`config.mk`:
```
export PLATFORM = sky130hd
export DESIGN_NAME = frame_deframer_sum16_checksum_top
export DESIGN_NICKNAME = d
export VERILOG_FILES = /design/src/hw/rtl/fdsc_pkg.sv /design/src/hw/rtl/fdsc_core.sv /design/src/hw/rtl/frame_deframer_sum16_checksum_top.sv
export SDC_FILE = /design/constraint.sdc
export NUM_CORES = 1
export LEC_CHECK = 0
export BUFFER_PORTS_ARGS = -buffer_cell sky130_fd_sc_hd__buf_2
export CORE_AREA = 2 2 199 201
export DETAILED_ROUTE_END_ITERATION = 16
export DIE_AREA = 0 0 201 203
export PLACE_DENSITY_LB_ADDON = 0.08
export SYNTH_ARGS = -nofsm -noshare
export SYNTH_HDL_FRONTEND = slang
export SYNTH_HIERARCHICAL = 1
export SYNTH_SLANG_ARGS = --single-unit
```
`constraint.sdc`:
```
create_clock -name clk -period 11.42 [get_ports clk]
set_input_delay 2.284 -clock clk [delete_from_list [all_inputs] [get_ports clk]]
set_output_delay 2.284 -clock clk [all_outputs]
set_load 0.03 [all_outputs]
```
`src/hw/rtl/fdsc_pkg.sv`:
```
// Types and constants of the framed receiver with 16-bit sum checksum.
// No dependencies.
`timescale 1ns / 1ps
`default_nettype none

package fdsc_pkg;

    localparam int IN_TDATA_W  = 16;
    localparam int OUT_TDATA_W = 56;
    localparam int CFG_IDX_W   = 2;
    localparam int CFG_DATA_W  = 32;

    localparam logic [1:0] CMD_ARM  = 2'd0;
    localparam logic [1:0] CMD_BYTE = 2'd1;
    localparam logic [1:0] CMD_TICK = 2'd2;

    localparam logic [CFG_IDX_W-1:0] REG_START_BYTE = 2'd0;
    localparam logic [CFG_IDX_W-1:0] REG_IDLE_LIMIT = 2'd1;
    localparam logic [CFG_IDX_W-1:0] REG_GAP_LIMIT  = 2'd2;

    localparam logic [2:0] ST_OK      = 3'd0;
    localparam logic [2:0] ST_NOFRAME = 3'd1;
    localparam logic [2:0] ST_GAP     = 3'd2;
    localparam logic [2:0] ST_BADSUM  = 3'd3;
    localparam logic [2:0] ST_PARITY  = 3'd4;

    localparam logic [7:0]  START_BYTE_RST = 8'h00;
    localparam logic [31:0] IDLE_LIMIT_RST = 32'hFFFF_FFFF;
    localparam logic [31:0] GAP_LIMIT_RST  = 32'h0000_FFFF;

    typedef enum logic [7:0] {
        PH_STOPPED = 8'b0000_0001,
        PH_HUNT    = 8'b0000_0010,
        PH_ID      = 8'b0000_0100,
        PH_LEN0    = 8'b0000_1000,
        PH_LEN1    = 8'b0001_0000,
        PH_DATA    = 8'b0010_0000,
        PH_SUM0    = 8'b0100_0000,
        PH_SUM1    = 8'b1000_0000
    } phase_t;

    typedef struct packed {
        logic        kind;
        logic [7:0]  data_byte;
        logic [15:0] byte_index;
        logic [7:0]  frame_id;
        logic [15:0] frame_length;
        logic [2:0]  status;
    } result_t;

    typedef struct packed {
        logic                  we;
        logic [CFG_IDX_W-1:0]  index;
        logic [CFG_DATA_W-1:0] data;
    } cfg_wr_t;

endpackage

`default_nettype wire

```
`src/hw/rtl/fdsc_core.sv`:
```
// Frame receive state, config registers and per-word result logic.
// Depends on fdsc_pkg.
`timescale 1ns / 1ps
`default_nettype none

module fdsc_core
(
    input  wire logic              clk,
    input  wire logic              rst_n,
    input  wire fdsc_pkg::cfg_wr_t cfg_wr,
    input  wire logic              in_accept,
    input  wire logic [1:0]        in_cmd,
    input  wire logic [7:0]        in_byte,
    input  wire logic              in_perr,
    output logic                   res_valid,
    output fdsc_pkg::result_t      res
);
    import fdsc_pkg::*;

    logic [7:0]  start_byte_reg;
    logic [31:0] idle_limit_reg;
    logic [31:0] gap_limit_reg;

    phase_t      phase_reg, phase_next;
    logic [7:0]  id_reg, id_next;
    logic [15:0] len_reg, len_next;
    logic [15:0] count_reg, count_next;
    logic [7:0]  rsum_lo_reg, rsum_lo_next;
    logic [15:0] sum_reg, sum_next;
    logic [31:0] ticks_reg, ticks_next;

    logic [31:0] ticks_inc;
    logic [15:0] sum_add;
    logic [15:0] count_inc;
    logic [15:0] len_full;

    always_ff @(posedge clk or negedge rst_n)
    begin
        if (!rst_n)
        begin
            start_byte_reg <= START_BYTE_RST;
            idle_limit_reg <= IDLE_LIMIT_RST;
            gap_limit_reg  <= GAP_LIMIT_RST;
        end
        else if (cfg_wr.we)
        begin
            case (cfg_wr.index)
                REG_START_BYTE: start_byte_reg <= cfg_wr.data[7:0];
                REG_IDLE_LIMIT: idle_limit_reg <= cfg_wr.data;
                REG_GAP_LIMIT:  gap_limit_reg  <= cfg_wr.data;
                default:        ;
            endcase
        end
    end

    assign ticks_inc = (ticks_reg == 32'hFFFF_FFFF) ? ticks_reg : ticks_reg + 32'd1;
    assign sum_add   = sum_reg + {8'd0, in_byte};
    assign count_inc = count_reg + 16'd1;
    assign len_full  = {in_byte, len_reg[7:0]};

    always_comb
    begin
        phase_next   = phase_reg;
        id_next      = id_reg;
        len_next     = len_reg;
        count_next   = count_reg;
        rsum_lo_next = rsum_lo_reg;
        sum_next     = sum_reg;
        ticks_next   = ticks_reg;
        res_valid    = 1'b0;
        res          = '0;
        res.frame_id     = id_reg;
        res.frame_length = len_reg;

        if (in_cmd == CMD_ARM)
        begin
            phase_next   = PH_HUNT;
            id_next      = '0;
            len_next     = '0;
            count_next   = '0;
            rsum_lo_next = '0;
            sum_next     = '0;
            ticks_next   = '0;
        end
        else if (phase_reg != PH_STOPPED && in_cmd == CMD_TICK)
        begin
            ticks_next = ticks_inc;
            if (phase_reg == PH_HUNT)
            begin
                if (ticks_inc >= idle_limit_reg)
                begin
                    res_valid  = 1'b1;
                    res.kind   = 1'b1;
                    res.status = ST_NOFRAME;
                    phase_next = PH_STOPPED;
                end
            end
            else if (ticks_inc >= gap_limit_reg)
            begin
                res_valid  = 1'b1;
                res.kind   = 1'b1;
                res.status = ST_GAP;
                phase_next = PH_STOPPED;
            end
        end
        else if (phase_reg != PH_STOPPED && in_cmd == CMD_BYTE)
        begin
            ticks_next = '0;
            if (in_perr)
            begin
                res_valid  = 1'b1;
                res.kind   = 1'b1;
                res.status = ST_PARITY;
                phase_next = PH_STOPPED;
            end
            else
            begin
                case (phase_reg)
                    PH_HUNT:
                    begin
                        if (in_byte == start_byte_reg)
                            phase_next = PH_ID;
                    end
                    PH_ID:
                    begin
                        id_next    = in_byte;
                        sum_next   = sum_add;
                        phase_next = PH_LEN0;
                    end
                    PH_LEN0:
                    begin
                        len_next   = {8'd0, in_byte};
                        sum_next   = sum_add;
                        phase_next = PH_LEN1;
                    end
                    PH_LEN1:
                    begin
                        len_next   = len_full;
                        sum_next   = sum_add;
                        phase_next = (len_full == 16'd0) ? PH_SUM0 : PH_DATA;
                    end
                    PH_DATA:
                    begin
                        res_valid        = 1'b1;
                        res.kind         = 1'b0;
                        res.data_byte    = in_byte;
                        res.byte_index   = count_reg;
                        res.frame_id     = '0;
                        res.frame_length = '0;
                        sum_next         = sum_add;
                        count_next       = count_inc;
                        if (count_inc >= len_reg)
                            phase_next = PH_SUM0;
                    end
                    PH_SUM0:
                    begin
                        rsum_lo_next = in_byte;
                        phase_next   = PH_SUM1;
                    end
                    PH_SUM1:
                    begin
                        res_valid  = 1'b1;
                        res.kind   = 1'b1;
                        res.status = ({in_byte, rsum_lo_reg} == sum_reg) ? ST_OK : ST_BADSUM;
                        phase_next = PH_STOPPED;
                    end
                    default:
                        phase_next = PH_STOPPED;
                endcase
            end
        end

        if (!in_accept)
            res_valid = 1'b0;
    end

    always_ff @(posedge clk or negedge rst_n)
    begin
        if (!rst_n)
        begin
            phase_reg   <= PH_STOPPED;
            id_reg      <= '0;
            len_reg     <= '0;
            count_reg   <= '0;
            rsum_lo_reg <= '0;
            sum_reg     <= '0;
            ticks_reg   <= '0;
        end
        else if (in_accept)
        begin
            phase_reg   <= phase_next;
            id_reg      <= id_next;
            len_reg     <= len_next;
            count_reg   <= count_next;
            rsum_lo_reg <= rsum_lo_next;
            sum_reg     <= sum_next;
            ticks_reg   <= ticks_next;
        end
    end

endmodule

`default_nettype wire

```
`src/hw/rtl/frame_deframer_sum16_checksum_top.sv`:
```
// Top level of the framed receiver with 16-bit sum checksum.
// Depends on fdsc_pkg and fdsc_core.
`timescale 1ns / 1ps
`default_nettype none

// Takes one word per clock on the slave side while s_tready is high: the
// frame state and checksum registers update when a word is accepted, and a
// word that yields a result has it registered into the output buffer. A
// two-word output buffer (result register plus skid register) lets input
// keep flowing while a result waits; s_tready drops only when both are full.
// Configuration writes are always ready and take effect on the next clock.
module frame_deframer_sum16_checksum_top
(
    input  wire logic                           clk,
    input  wire logic                           rst_n,
    input  wire logic                           s_tvalid,
    output logic                                s_tready,
    // [7:0] rx_byte, [8] parity_error, [15:9] zero
    input  wire logic [fdsc_pkg::IN_TDATA_W-1:0] s_tdata,
    // [1:0] cmd
    input  wire logic [1:0]                     s_tuser,
    output logic                                m_tvalid,
    input  wire logic                           m_tready,
    // [7:0] data_byte, [23:8] byte_index, [31:24] frame_id,
    // [47:32] frame_length, [50:48] status, [55:51] zero
    output logic [fdsc_pkg::OUT_TDATA_W-1:0]     m_tdata,
    // [0] kind
    output logic                                m_tuser,
    input  wire logic                           cfg_valid,
    output logic                                cfg_ready,
    input  wire logic [fdsc_pkg::CFG_IDX_W-1:0]  cfg_index,
    input  wire logic [fdsc_pkg::CFG_DATA_W-1:0] cfg_data
);
    import fdsc_pkg::*;

    cfg_wr_t cfg_wr;
    logic    in_accept;
    logic    res_valid;
    result_t res;

    result_t out_reg;
    logic    out_valid_reg;
    result_t skid_reg;
    logic    skid_valid_reg;
    logic    pop;

    assign cfg_ready    = 1'b1;
    assign cfg_wr.we    = cfg_valid;
    assign cfg_wr.index = cfg_index;
    assign cfg_wr.data  = cfg_data;

    assign s_tready  = !skid_valid_reg;
    assign in_accept = s_tvalid && s_tready;

    fdsc_core u_core
    (
        .clk       (clk),
        .rst_n     (rst_n),
        .cfg_wr    (cfg_wr),
        .in_accept (in_accept),
        .in_cmd    (s_tuser),
        .in_byte   (s_tdata[7:0]),
        .in_perr   (s_tdata[8]),
        .res_valid (res_valid),
        .res       (res)
    );

    assign pop = out_valid_reg && m_tready;

    always_ff @(posedge clk or negedge rst_n)
    begin
        if (!rst_n)
        begin
            out_valid_reg  <= 1'b0;
            skid_valid_reg <= 1'b0;
        end
        else if (!out_valid_reg || pop)
        begin
            if (skid_valid_reg)
            begin
                out_valid_reg  <= 1'b1;
                skid_valid_reg <= res_valid;
            end
            else
            begin
                out_valid_reg <= res_valid;
            end
        end
        else if (res_valid)
        begin
            skid_valid_reg <= 1'b1;
        end
    end

    always_ff @(posedge clk)
    begin
        if (!out_valid_reg || pop)
        begin
            if (skid_valid_reg)
            begin
                out_reg  <= skid_reg;
                skid_reg <= res;
            end
            else
            begin
                out_reg <= res;
            end
        end
        else if (res_valid)
        begin
            skid_reg <= res;
        end
    end

    assign m_tvalid = out_valid_reg;
    assign m_tuser  = out_reg.kind;
    assign m_tdata  = {5'd0, out_reg.status, out_reg.frame_length, out_reg.frame_id,
                       out_reg.byte_index, out_reg.data_byte};

endmodule

`default_nettype wire

```
* Word-level counts from Yosys, hierarchy flattened
Cells that the tools add are included.
** Storage, ports and cells
- Flip-flop bits (word level) :: 282
- Input port bits :: 57
- Output and inout port bits :: 60
- Word-level logic and storage cells :: 159
** Operators by class
- $add $sub $neg :: 3
- $lt $le $gt $ge :: 3
- Eq/ne operators :: 23
- Multiplexer cells :: 72
- Reductions and logical operators :: 33
** Operator list (number)
- $mux W52 :: 6
- $mux W16 :: 14
- $mux W8 :: 19
- $mux W48 :: 3
- $mux W32 :: 4
- $ge A32 B32 Y1 :: 2
- $pmux W8 S6 :: 1
- $add A32 B1 Y32 const B :: 1
- $eq A32 B32 Y1 const B :: 1
- $pmux W16 S2 :: 1
- $reduce_and A5 Y1 :: 5
- $mux W1 :: 17
- $add A16 B1 Y16 const B :: 1
- $add A16 B8 Y16 :: 1
- $eq A16 B16 Y1 :: 1
- $ge A16 B16 Y1 :: 1
- $logic_not A16 Y1 :: 1
- $reduce_bool A2 Y1 :: 7
- $mux W3 :: 4
- $reduce_and A6 Y1 :: 2
- $reduce_and A2 Y1 :: 5
- $eq A8 B2 Y1 const B :: 1
- $eq A8 B3 Y1 const B :: 1
- $eq A8 B4 Y1 const B :: 1
- other kinds (22) :: 34

* Depth between registers and ports, before layout
- Depth after elaboration :: 10
- Mapped depth :: 18
- Gate-level depth less buffers :: 17

* By module
Netlist, hierarchy kept.
** By module, submodules not included
- fdsc_core :: instances 1, cells an instance 1187, area each 11268.3 um2, sequential area each 4465.5 um2
- frame_deframer_sum16_checksum_top :: instances 1, cells an instance 179, area each 4012.6 um2, sequential area each 3173.0 um2

* Worst setup path before layout
Ideal clock, no wire load.
- Path kind :: input to register
- From :: input s_tuser[1]
- To :: register skid_reg[0] (netlist bit), enable pin
- Library setup time :: 387 ps
- Arrival time :: 4173 ps
- Required time :: 11033 ps
- Setup slack :: 6860 ps
- Stages on the path :: 6
- Buffers on the path :: 3
- Cell sequence :: clkbuf_1 or2_2 clkbuf_1 clkbuf_1 o2111a_1 mux2_2
** On the way
- Word-level cells in the longest chain between the ends :: 8
- Elaborated cells between the ends (all ways) :: 11
- Classes of those cells :: eq/ne (2); mux (4); reduce/logical (5)
** Ends and longest elaborated chain
- start: declaration :: RTL line frame_deframer_sum16_checksum_top.sv:21 : input wire logic [1:0] s_tuser,
- $eq A2 B1 Y1 :: RTL line fdsc_core.sv:106 : else if (phase_reg != PH_STOPPED && in_cmd == CMD_BYTE)
- $logic_and A1 B1 Y1 :: RTL line fdsc_core.sv:106
- $mux W1 :: RTL line fdsc_core.sv:106
- $mux W1 :: RTL line fdsc_core.sv:85 : else if (phase_reg != PH_STOPPED && in_cmd == CMD_TICK)
- $mux W1 * :: RTL line fdsc_core.sv:75 : if (in_cmd == CMD_ARM)
- $mux W1 * :: RTL line fdsc_core.sv:173 : if (!in_accept)
- net res_valid :: RTL line frame_deframer_sum16_checksum_top.sv:38 : logic res_valid;
- $reduce_bool A2 Y1 (no line) *
- $reduce_and A2 Y1 (no line) *
- end signal: assignment :: RTL line frame_deframer_sum16_checksum_top.sv:102 : skid_reg <= res;
- end signal: assignment :: RTL line frame_deframer_sum16_checksum_top.sv:111 : skid_reg <= res;
- end: declaration :: RTL line frame_deframer_sum16_checksum_top.sv:43 : result_t skid_reg;
The timed path passes the listed nets; every way through them passes the cells marked *.
A chain may end at the register's enable or synchronous reset.

* Final worst setup path
- From :: register u_core.ticks_reg[3]
- To :: register skid_reg[41] (netlist bit), enable pin
** On the way
- Word-level cells in the longest chain between the ends :: 10
- Elaborated cells between the ends (all ways) :: 13
- Classes of those cells :: add/sub (1); order compare (2); eq/ne (1); mux (7); reduce/logical (2)
** Ends and longest elaborated chain
- start: declaration :: RTL line fdsc_core.sv:30 : logic [31:0] ticks_reg, ticks_next;
- start signal: assignment :: RTL line fdsc_core.sv:197 : ticks_reg <= ticks_next;
- $add A32 B1 Y32 / $eq A32 B32 Y1 (equally long branches) :: RTL line fdsc_core.sv:56 : assign ticks_inc = (ticks_reg == 32'hFFFF_FFFF) ? ticks_reg : ticks_reg + 32'd1;
- $mux W32 * :: RTL line fdsc_core.sv:56
- $ge A32 B32 Y1 (on tied branches) :: RTL line fdsc_core.sv:98, fdsc_core.sv:90
- $mux W1 (on tied branches) :: RTL line fdsc_core.sv:98, fdsc_core.sv:90
- $mux W1 * :: RTL line fdsc_core.sv:88 : if (phase_reg == PH_HUNT)
- $mux W1 * :: RTL line fdsc_core.sv:85
- $mux W1 * :: RTL line fdsc_core.sv:75
- $mux W1 * :: RTL line fdsc_core.sv:173
- net res_valid :: RTL line frame_deframer_sum16_checksum_top.sv:38
- $reduce_bool A2 Y1 (no line) *
- $reduce_and A2 Y1 (no line) *
Marks and branches as above.

==> metrics.txt <==
P&R area growth vs syn 13.7%; FFs w/ async S/R, synth roughly 63%; Sink Count about 280; Detailed Routing Iterations Pass 1 5; Leakage ~7.9 nW; DR iter-0 viols approximately 380; vias in the first global route slightly above 10000; drc violations 0; total I/O pin count 117; crit path kind flip-flop to flip-flop; CP Capture Type flip-flop; Num CTS Buffers 35; antenna violations before repair 3; CTS HTree Levels 2; share of the synthesized area in the top cell type around a fifth; Synth area leaders dfrtp_1 21%, edfxtp_1 20%, dfstp_2 8.4%; clk slew on worst S/H paths 60 ps; top_reg_cell synth dfrtp_1; crit path max fanout between 50 and 60; status finished, final reports clean; synthesized area 0.0153 mm^2; R2R depth 16; Post-DP Area between 0.015 and 0.02 mm^2; fmax 177 MHz; Synth Warn # 6; Die Y roughly 200 um; Hold Crit Depth 2; largest net degree at the start of global routing between 60 and 70; FF-to-FF End skid_reg[41]; DR vias around 10000; Die ar. between 0.04 and 0.05 mm^2; clk_skew between 15 and 20 ps; initial core utilization slightly below 40%; final core occ 45.2%; PortBufs 103; worst hold margin between 400 and 500 ps; Post-CTS Hold Buffers 0; r2r setup slk 5780 ps; Core Footprint roughly 0.038 mm^2; first-pass GRT wire length 57900 um; Final TNS setup 0 ps; Gate Count Post-Synth around 1400; CTS tree yes; final setup fails 0; area leader, netlist dfrtp_1; placed cells about 1900; final instance area roughly 0.017 mm^2; post-route insts no fill around 2000; GRT Residual Overflow 0; power density cells 170 mW/mm^2; Avg WL per Cell between 15 and 20 um; met1 usage a little under a quarter; relative slew slack ~23%; hold wc startpoint u_core/id_reg[0]; DP Wirelength around 25000 um; global-route met3 utilization 3.42%; routed vias/inst roughly 5.1; clock period minus worst slack ~5600 ps; Max Buffers Root-to-Sink 3; Required @ worst endpoint between 10000 and 15000 ps; cts repair resizes 0; Final Cycle Share between 40% and 50%; Largest register FFs 52; Worst-Skew Late Latency ~550 ps; number of max-cap violations 0; routing usage on met2 30.5%; share of cells above drive strength 1 25.2%; Pins Over Slew Limit 0; CP arrival 5810 ps; number of synthesized flops with an enable pin roughly 100; FILL cells ~3600; setup bufs post-CTS 0; Die Wd 201 um; GR peak layer met2; Peak VDD IR between 0.0001 and 0.00015 V; Routed Antenna Nets 0; Critical R2R Launch u_core/ticks_reg[3]; num rows about 70; worst hold path class flip-flop to flip-flop; CTS Root Cell clkbuf_16; post-synth cell types 89; Seq cells post-synth ~280; Worst Hold Path EP u_core/id_reg[0]; final hold vios 0; sequential fraction of the synthesis area between 40% and 50%; most frequent cell after synthesis nand2_1; WL final about 36000 um; Slew @ Worst Pin 1160 ps; Worst setup SP type flip-flop; list of most frequent post-synthesis cells 140 x nand2_1, 129 x dfrtp_1, 104 x edfxtp_1; RePlAce Congestion roughly 0.8; gr usage total 17.9%; Syn Area/Cell about 11 um^2; fin nets between 1500 and 2000; RSZ-0062 raised after global routing no
## cell usage in the layout (no fill, tap or decap), types with 26 or more instances in the layout
| master | count |
|---|---|
| nand2_1 | 140 |
| dfrtp_1 | 128 |
| edfxtp_1 | 104 |
| buf_2 | 102 |
| mux2_2 | 101 |
| inv_1 | 93 |
| ha_1 | 90 |
| o21ai_0 | 81 |
| a21oi_1 | 58 |
| nor2_1 | 57 |
| dfstp_2 | 49 |
| xor2_1 | 46 |
| clkbuf_16 | 36 |
| nand3_1 | 34 |
| xnor2_1 | 30 |
| and2_1 | 30 |
| mux2_4 | 26 |
## worst max-delay path, stage by stage (launching register included)
cell and delay [ps]:
dfrtp_1 470, nand4_2 240, nor4_1 290, nand4_1 280, nor2_2 550, nor3_2 180, and4_1 300, xor2_1 180
ha_1 290, nand2_1 60, nor4_1 470, and2_1 250, o31a_1 260, a2bb2oi_2 310, o2111a_1 350, mux2_2 190
buf_4 550
## layout make-up
class	instances	area (um^2)	area share [%]
tap	518	648	3.73
antenna	2	5.00	0.0288
sequential	282	7640	44.0
inverter	94	353	2.03
multi-input combinational	937	7000	40.3
timing repair buffer	114	604	3.48
clock inverter	14	130	0.749
clock buffer	48	996	5.73
## where the power goes
group	internal (mW)	leakage [nW]	total [mW]	switching, mW
sequential	1.21	3.32	1.29	0.0762
combinational	0.228	3.99	0.574	0.346
clock	0.656	0.557	1.09	0.434
total	2.10	7.86	2.95	0.856
## routing by layer
metal	vias up	share of wire, %
met5	-	0.045
met2	184	49
met1	5001	44
met3	63	3.6
met4	2	2.9
li1	5069	-
## worst max path at each step
stage,slack (ps),depth (start not counted),to,from
floorplan,6860,6,skid_reg[0],s_tuser[1]
global placement,5720,16,skid_reg[40],u_core/ticks_reg[3]
detailed placement,5680,16,skid_reg[40],u_core/ticks_reg[3]
CTS,5670,16,skid_reg[34],u_core/ticks_reg[3]
global route,5460,16,skid_reg[36],u_core/ticks_reg[3]
finish,5780,16,skid_reg[41],u_core/ticks_reg[3]
## logic make-up (layout without fill, tap and decap cells)
logic type	after synthesis	after routing	share of synthesized area (%)
AND/OR/NAND/NOR	396	396	13.7
flip-flops	282	282	50.0
AO/OA/AOI/OAI	234	234	9.58
buffers and inverters	151	270	4.33
multiplexers	132	132	10.3
adder cells (fa/ha/maj)	93	93	7.64
XOR/XNOR	76	76	4.36
other	2	8	0.0491
## per-stage QoR
step | setup WS [ps] | power, mW
4_1_cts | 5670 | 3.00
5_1_grt | 5460 | 3.12
3_3_place_gp | 5720 | 1.88
6_report | 5780 | 2.95
2_1_floorplan | 6860 | 1.71
3_5_place_dp | 5680 | 1.89
Note: power is estimated with default switching activity, not from simulation.
